==> config.mk <==
export PLATFORM = sky130hd
export DESIGN_NAME = spq_cell
export DESIGN_NICKNAME = d
export VERILOG_FILES = /design/src/sv/spq_pkg.sv /design/src/sv/spq_cell.sv
export SDC_FILE = /design/constraint.sdc
export NUM_CORES = 1
export LEC_CHECK = 0
export BUFFER_PORTS_ARGS = -buffer_cell sky130_fd_sc_hd__buf_2
export CAP_MARGIN = 20
export CELL_PAD_IN_SITES_DETAIL_PLACEMENT = 1
export CELL_PAD_IN_SITES_GLOBAL_PLACEMENT = 2
export CORE_MARGIN = 1
export CORE_UTILIZATION = 27
export DETAILED_ROUTE_END_ITERATION = 7
export PLACE_DENSITY_LB_ADDON = 0.1
export SYNTH_ARGS = -nofsm -noshare
export SYNTH_HDL_FRONTEND = slang
export SYNTH_SLANG_ARGS = --single-unit
==> constraint.sdc <==
create_clock -name clk -period 8.1 [get_ports clk]
set_clock_uncertainty 0.1 [all_clocks]
set_input_delay 0.81 -clock clk [delete_from_list [all_inputs] [get_ports clk]]
set_output_delay 0.81 -clock clk [all_outputs]
set_load 0.05 [all_outputs]
==> src/sv/spq_pkg.sv <==
// Shared types and codes for the sorted priority queue.
// Used by spq_cell and sorted_priority_queue; depends on nothing else.
package spq_pkg;

	localparam int CAPACITY_DEF    = 512;
	localparam int WEIGHT_BITS_DEF = 32;
	localparam int SYM_BITS        = 8;
	localparam int NODE_BITS       = 9;
	localparam int FIELD_W_BITS    = 32;
	localparam int TOTAL_BITS      = 10;

	localparam logic FUNC_INSERT = 1'b0;
	localparam logic FUNC_POP    = 1'b1;

	localparam logic [1:0] ST_DONE  = 2'd0;
	localparam logic [1:0] ST_EMPTY = 2'd1;
	localparam logic [1:0] ST_FULL  = 2'd2;

	typedef struct packed {
		logic                    func;
		logic [FIELD_W_BITS-1:0] in_weight;
		logic [SYM_BITS-1:0]     in_symbol;
		logic [NODE_BITS-1:0]    in_node;
	} req_t;

	typedef struct packed {
		logic [1:0]              status;
		logic [FIELD_W_BITS-1:0] out_weight;
		logic [SYM_BITS-1:0]     out_symbol;
		logic [NODE_BITS-1:0]    out_node;
		logic [TOTAL_BITS-1:0]   entry_total;
		logic                    head_valid;
		logic [FIELD_W_BITS-1:0] head_weight;
		logic [SYM_BITS-1:0]     head_symbol;
		logic [NODE_BITS-1:0]    head_node;
	} res_t;

	// symbol and node travel together through the chain
	typedef struct packed {
		logic [SYM_BITS-1:0]  symbol;
		logic [NODE_BITS-1:0] node;
	} spq_tag_t;

	// broadcast to every cell; each flag already qualified by full/empty
	typedef struct packed {
		logic ins;
		logic pop;
	} spq_ctl_t;

endpackage

==> src/sv/spq_cell.sv <==
// One slot of the sorted chain: holds an entry, compares it with the key
// being inserted and shifts towards either neighbour. Uses spq_pkg.
module spq_cell import spq_pkg::*; #(
	parameter int WEIGHT_BITS = WEIGHT_BITS_DEF
) (
	input  logic                   clk,
	input  spq_ctl_t               ctl,
	input  logic [WEIGHT_BITS-1:0] key_weight,
	input  spq_tag_t               key_tag,
	input  logic                   occupied,
	input  logic                   prev_ahead,
	input  logic [WEIGHT_BITS-1:0] prev_weight,
	input  spq_tag_t               prev_tag,
	input  logic [WEIGHT_BITS-1:0] next_weight,
	input  spq_tag_t               next_tag,
	output logic                   ahead,
	output logic [WEIGHT_BITS-1:0] weight,
	output spq_tag_t               tag
);

	logic [WEIGHT_BITS-1:0] weight_q;
	spq_tag_t               tag_q;

	// stays ahead of the new entry: smaller weight, or equal weight and
	// symbol not larger (equal keys keep arrival order)
	assign ahead = occupied && ((weight_q < key_weight) ||
		((weight_q == key_weight) && (tag_q.symbol <= key_tag.symbol)));

	always_ff @(posedge clk) begin
		priority if (ctl.pop) begin
			weight_q <= next_weight;
			tag_q    <= next_tag;
		end else if (ctl.ins && !ahead) begin
			if (prev_ahead) begin
				weight_q <= key_weight;
				tag_q    <= key_tag;
			end else begin
				weight_q <= prev_weight;
				tag_q    <= prev_tag;
			end
		end
	end

	assign weight = weight_q;
	assign tag    = tag_q;

endmodule

Yosys cells after proc, flatten, opt, wreduce, memory -nomap -nowiden
Index checks and enable logic that the tools add are counted.

word-level totals
  bits in registers = 49
  latch bits = 0
  memory bits (writable) = 0
  bits in read-only memories = 0
  input port bits = 152
  memories = 0

cells by class
  $add $sub $neg = 0
  multipliers = 0
  divide/modulo/power cells = 0
  magnitude comparators = 2
  equal/unequal tests = 1
  shift operators = 0
  multiplexer cells = 6
  bitwise operators = 0
  reductions and logical operators = 6

operators by type and width
  kind                            number
  32-bit 2-to-1 mux               3
  17-bit 2-to-1 mux               3
  32-bit == test                  1
  32-bit less-than comparator     1
  8-bit less-or-equal comparator  1
  1-bit logical AND               3
  2-bit nonzero test              1
  1-bit logical NOT               1
  1-bit logical OR                1

Depth between registers and ports, before layout
  depth in word-level cells = 8
  depth in mapped cells = 9

Worst setup path before layout
Ideal clock, no wire load.

  kind = input-to-reg
  start = input key_weight[31]
  end = register tag_q, in the netlist tag[0], enable pin
  setup time = 0.410 ns
  arrival time = 3.383 ns
  path slack = 4.207 ns
  cell stages on the path = 8
  path buffers = 0
  cells stage by stage = inv_1 ha_1 nand4_2 or4_1 o211ai_2 nor4_2 a211oi_2 o22a_1

on the way
  word-level cells in the longest chain between the ends = 7

RTL lines
  element                                                              RTL line        text
  start: declaration                                                   spq_cell.sv:8   input logic [WEIGHT_BITS-1:0] key_weight,
  branches (longest 2 deep; another with 32-bit less-than comparator)  --
  1-bit logical OR *                                                   spq_cell.sv:26  assign ahead = occupied && ((weight_q < key_weight) ||
  1-bit logical AND *                                                  spq_cell.sv:26
  1-bit logical NOT *                                                  spq_cell.sv:33  end else if (ctl.ins && !ahead) begin
  1-bit logical AND *                                                  spq_cell.sv:33
  2-bit nonzero test (no source line) *                                --
  end signal: assignment                                               spq_cell.sv:32  tag_q <= next_tag;
  end signal: assignment                                               spq_cell.sv:36  tag_q <= key_tag;
  end signal: assignment                                               spq_cell.sv:39  tag_q <= prev_tag;
  end: declaration                                                     spq_cell.sv:22  spq_tag_t tag_q;

Every way passes the cells marked *.
A chain may end at the register's enable or synchronous reset.

Worst setup path after layout
  start = input key_weight[19]
  end = output ahead

on the way
  word-level cells in the longest chain between the ends = 4

RTL lines
  element                                                              RTL line        text
  branches (longest 2 deep; another with 32-bit less-than comparator)  --
  1-bit logical OR *                                                   spq_cell.sv:26
  1-bit logical AND *                                                  spq_cell.sv:26
  end: declaration                                                     spq_cell.sv:16  output logic ahead,

Marks and branches as above.

==> metrics.md <==
| Metric | Value |
|---|---|
| Status | `finished clean` |
| Vias in the first global route | `3268` |
| Synth cell count leaders | `nand2_1 (57), o21ai_0 (52), edfxtp_1 (49), mux2i_1 (49), inv_1 (41)` |
| CTS max path bufs | `2` |
| Seq. cell area | `1471 um2` |
| Worst hold start | `next_weight[30]` |
| Slowest stage delay, CP | `~0.35 ns` |
| Worst Reg-to-Reg Cells | `8` |
| Critical Path RT | `approximately 7.2 ns` |
| Critical path's slowest cell | `a221oi_1` |
| Seq/Total Area, Yosys | `approximately two fifths` |
| Cell depth of the worst min-delay path | `3` |
| Die width | `116.0 um` |
| Routed wire length | `10480 um` |
| Syn-to-layout area delta | `38.98%` |
| DP HPWL | `between 8000 and 9000 um` |
| Pins over their slew limit | `0` |
| # rows | `41` |
| Setup bufs post-CTS | `0` |
| Syn Area/Cell | `9.800 um2` |
| Family with the most delay on the worst path | `simple AND/OR/NAND/NOR gates` |
| Grt ovf | `0` |
| Pre-CTS WS | `roughly 4.2 ns` |
| DIE AREA | `~13000 um2` |
| Routed Antenna Nets | `0` |
| Multi-input gate area in the final layout | `roughly 1800 um2` |
| P_leak | `0.002519 uW` |
| WS Path Type | `primary input to output port` |
| Min Tclk post-route | `3.802 ns` |
| Die Y | `~120 um` |
| Arr. time, crit path | `2.89 ns` |
| Clk sinks | `49` |
| Count leader, synth | `nand2_1` |
| Maximum VDD drop | `~88 uV` |
| Final-stage net count | `roughly 740` |
| Worst skew pair latency | `between 0.2 and 0.3 ns` |
| Core box area | `~13000 um2` |
| I/O pins | `around 200` |
| Htree depth | `2` |
| Crit path max fanout | `2` |
| Initial antenna violation count | `0` |
| Global-route wire length before repair | `about 16000 um` |
| Post-synth cell types | `33` |
| Post-synth EDFFs | `around 50` |
| Hold-fix buffers at CTS | `0` |
| Buf+Inv Stages, Crit Path | `3` |
| Reg2Reg Launch Point | `weight[27]` |
| Vias post-DR | `3242` |
| TNS Setup | `0 ns` |
| P per Cell Area | `186.0 nW/um2` |
| Worst Max-Slew Pin Slew | `roughly 0.86 ns` |
| Mapped Area | `between 3000 and 4000 um2` |
| Post-synth net total | `between 500 and 600` |
| FFs w/ async S/R, synth | `0%` |
| Num CTS Buffers | `5` |
| Final Cycle Share | `46.94%` |
| Largest net degree at the start of global routing | `73` |
| IO buf count | `201` |
| Final worst slack | `4.298 ns` |
| Fill cells | `roughly 1600` |
| Setup crit end kind | `output port` |
| Synth top area share | `around two fifths` |
| Final setup fails | `0` |
| Post_cts resized | `0` |
| 1st-iter DRT viols | `between 50 and 60` |
| Hold EP | `weight[30]` |
| Tot GR Track Use | `~16%` |
| Most frequent cell on the critical path | `buf_2` |
| CP startpoint kind | `primary input` |
| Synth top area cells | `edfxtp_1 (42%), ha_1 (14%), mux2i_1 (14%), o21ai_0 (7.4%), nand2_1 (6.1%)` |
| Worst reg2reg path endpoint | `weight[21]` |
| RePlAce Congestion | `0.7215` |
| Via density per instance | `roughly 4.5` |
| Setup slack, reg-to-reg | `between 4 and 5 ns` |
| TritonRoute pass-1 iters | `3` |
| Yosys Warn Count | `0` |
| Detail-routed net length per standard cell | `about 14 um` |
| Post-synth top area cell | `edfxtp_1` |
| Hold WS | `about 0.69 ns` |
| CTS tree | `built` |
| Post-Synthesis Cells | `between 300 and 400` |
| Final Hold Fails | `0` |
| CTS root buf | `clkbuf_16` |
| Primary FF master, synth | `edfxtp_1` |
| F_max | `about 260 MHz` |
| Layout cell share with drive strength beyond 1 | `approximately 40%` |
| Worst hold path class | `primary input to flop` |
| Unrepaired setup endpoints after global routing | `false` |
| DRC Markers | `0` |
| Post-synthesis sequential element count | `approximately 50` |
| CTS clk-pin slew, worst paths | `0.07 ns` |
| Initial core utilization | `~28%` |
| Crit-path cells | `buf_2, inv_1, ha_1, and3_4, a221oi_1, or4_1, o211ai_2, nor4_2, a211oi_2, nor2b_1, buf_2` |
| Max Cap Viol | `0` |
| Max_slew headroom | `a little over two fifths` |
through the flow:
| step | utilization [%] | total power (uW) | std cells | instance area (um2) |
|---|---|---|---|---|
| after global routing | 38.62 | 958.8 | 725 | 4873 |
| after floorplan | - | 542.9 | 358 | 3508 |
| final | 38.64 | 906.9 | 726 | 4876 |
| after CTS | 38.62 | 923.5 | 725 | 4873 |
| after global placement | 37.11 | 640.7 | 717 | 4683 |
| after detailed placement | 37.11 | 645.3 | 717 | 4683 |
where the power goes:
part	switching, uW	leakage (uW)	internal [uW]	total [uW]
clock network	97.3	0.0000938	177	274
logic	203	0.00193	98.6	302
registers	13.8	0.000495	317	331
total	314	0.00252	593	907
tightest hold or removal path: stages:
cell and delay (ns):
buf_2 0.07, nand2_1 0.04, o21ai_0 0.05
layout by cell type, fill, tap and decap left out, types with 2 or more instances in the layout:
| cell type | count |
|---|---|
| o21ai_0 | 52 |
| buf_4 | 3 |
| a21oi_1 | 12 |
| buf_2 | 201 |
| edfxtp_1 | 49 |
| ha_1 | 40 |
| nor2_1 | 7 |
| nand3_1 | 2 |
| bufinv_16 | 2 |
| inv_1 | 41 |
| a211oi_1 | 2 |
| nand4_1 | 7 |
| clkbuf_16 | 5 |
| mux2i_1 | 49 |
| nand2_1 | 57 |
| nor3_1 | 4 |
cell families (layout without fill, tap and decap cells):
logic type / after synthesis / count (layout) / synth area share (%)
compound gates: 77 / 77 / 12.48
fa+ha+maj: 40 / 40 / 14.27
buf+inv: 58 / 253 / 6.384
flops: 49 / 49 / 41.94
mux: 49 / 49 / 13.98
other cells: 0 / 1 / 0
simple gates: 85 / 85 / 10.95
cell type report:
class	instances	area share (%)
diodes	1	0.05132
multi-input cells	251	37.21
clock inverters	3	1.334
clock buffers	5	2.566
repair buffers	204	21.09
well taps	172	4.414
inverters	41	3.156
flip-flops and latches	49	30.18
registers in the layout, indices dropped and copies added, names as in the netlist:
name and count:
tag 17, weight 32
how the worst max path moves through the flow:
stage | start | end | cells after the start
after floorplan | key_weight[31] | tag[0] | 8
after global placement | key_weight[30] | tag[6] | 10
after detailed placement | key_weight[31] | tag[6] | 10
after CTS | key_weight[19] | ahead | 11
after global routing | key_weight[19] | ahead | 11
final | key_weight[19] | ahead | 11
routing by layer:
metal	GRT usage [%]	wire length [um]	up-vias
met5	0	0	-
met4	3.846	95	0
met3	4.864	925	7
met2	27.90	5069	114
met1	18.48	4387	1447
li1	-	-	1674
No activity file was read; power rests on OpenSTA's default activity.
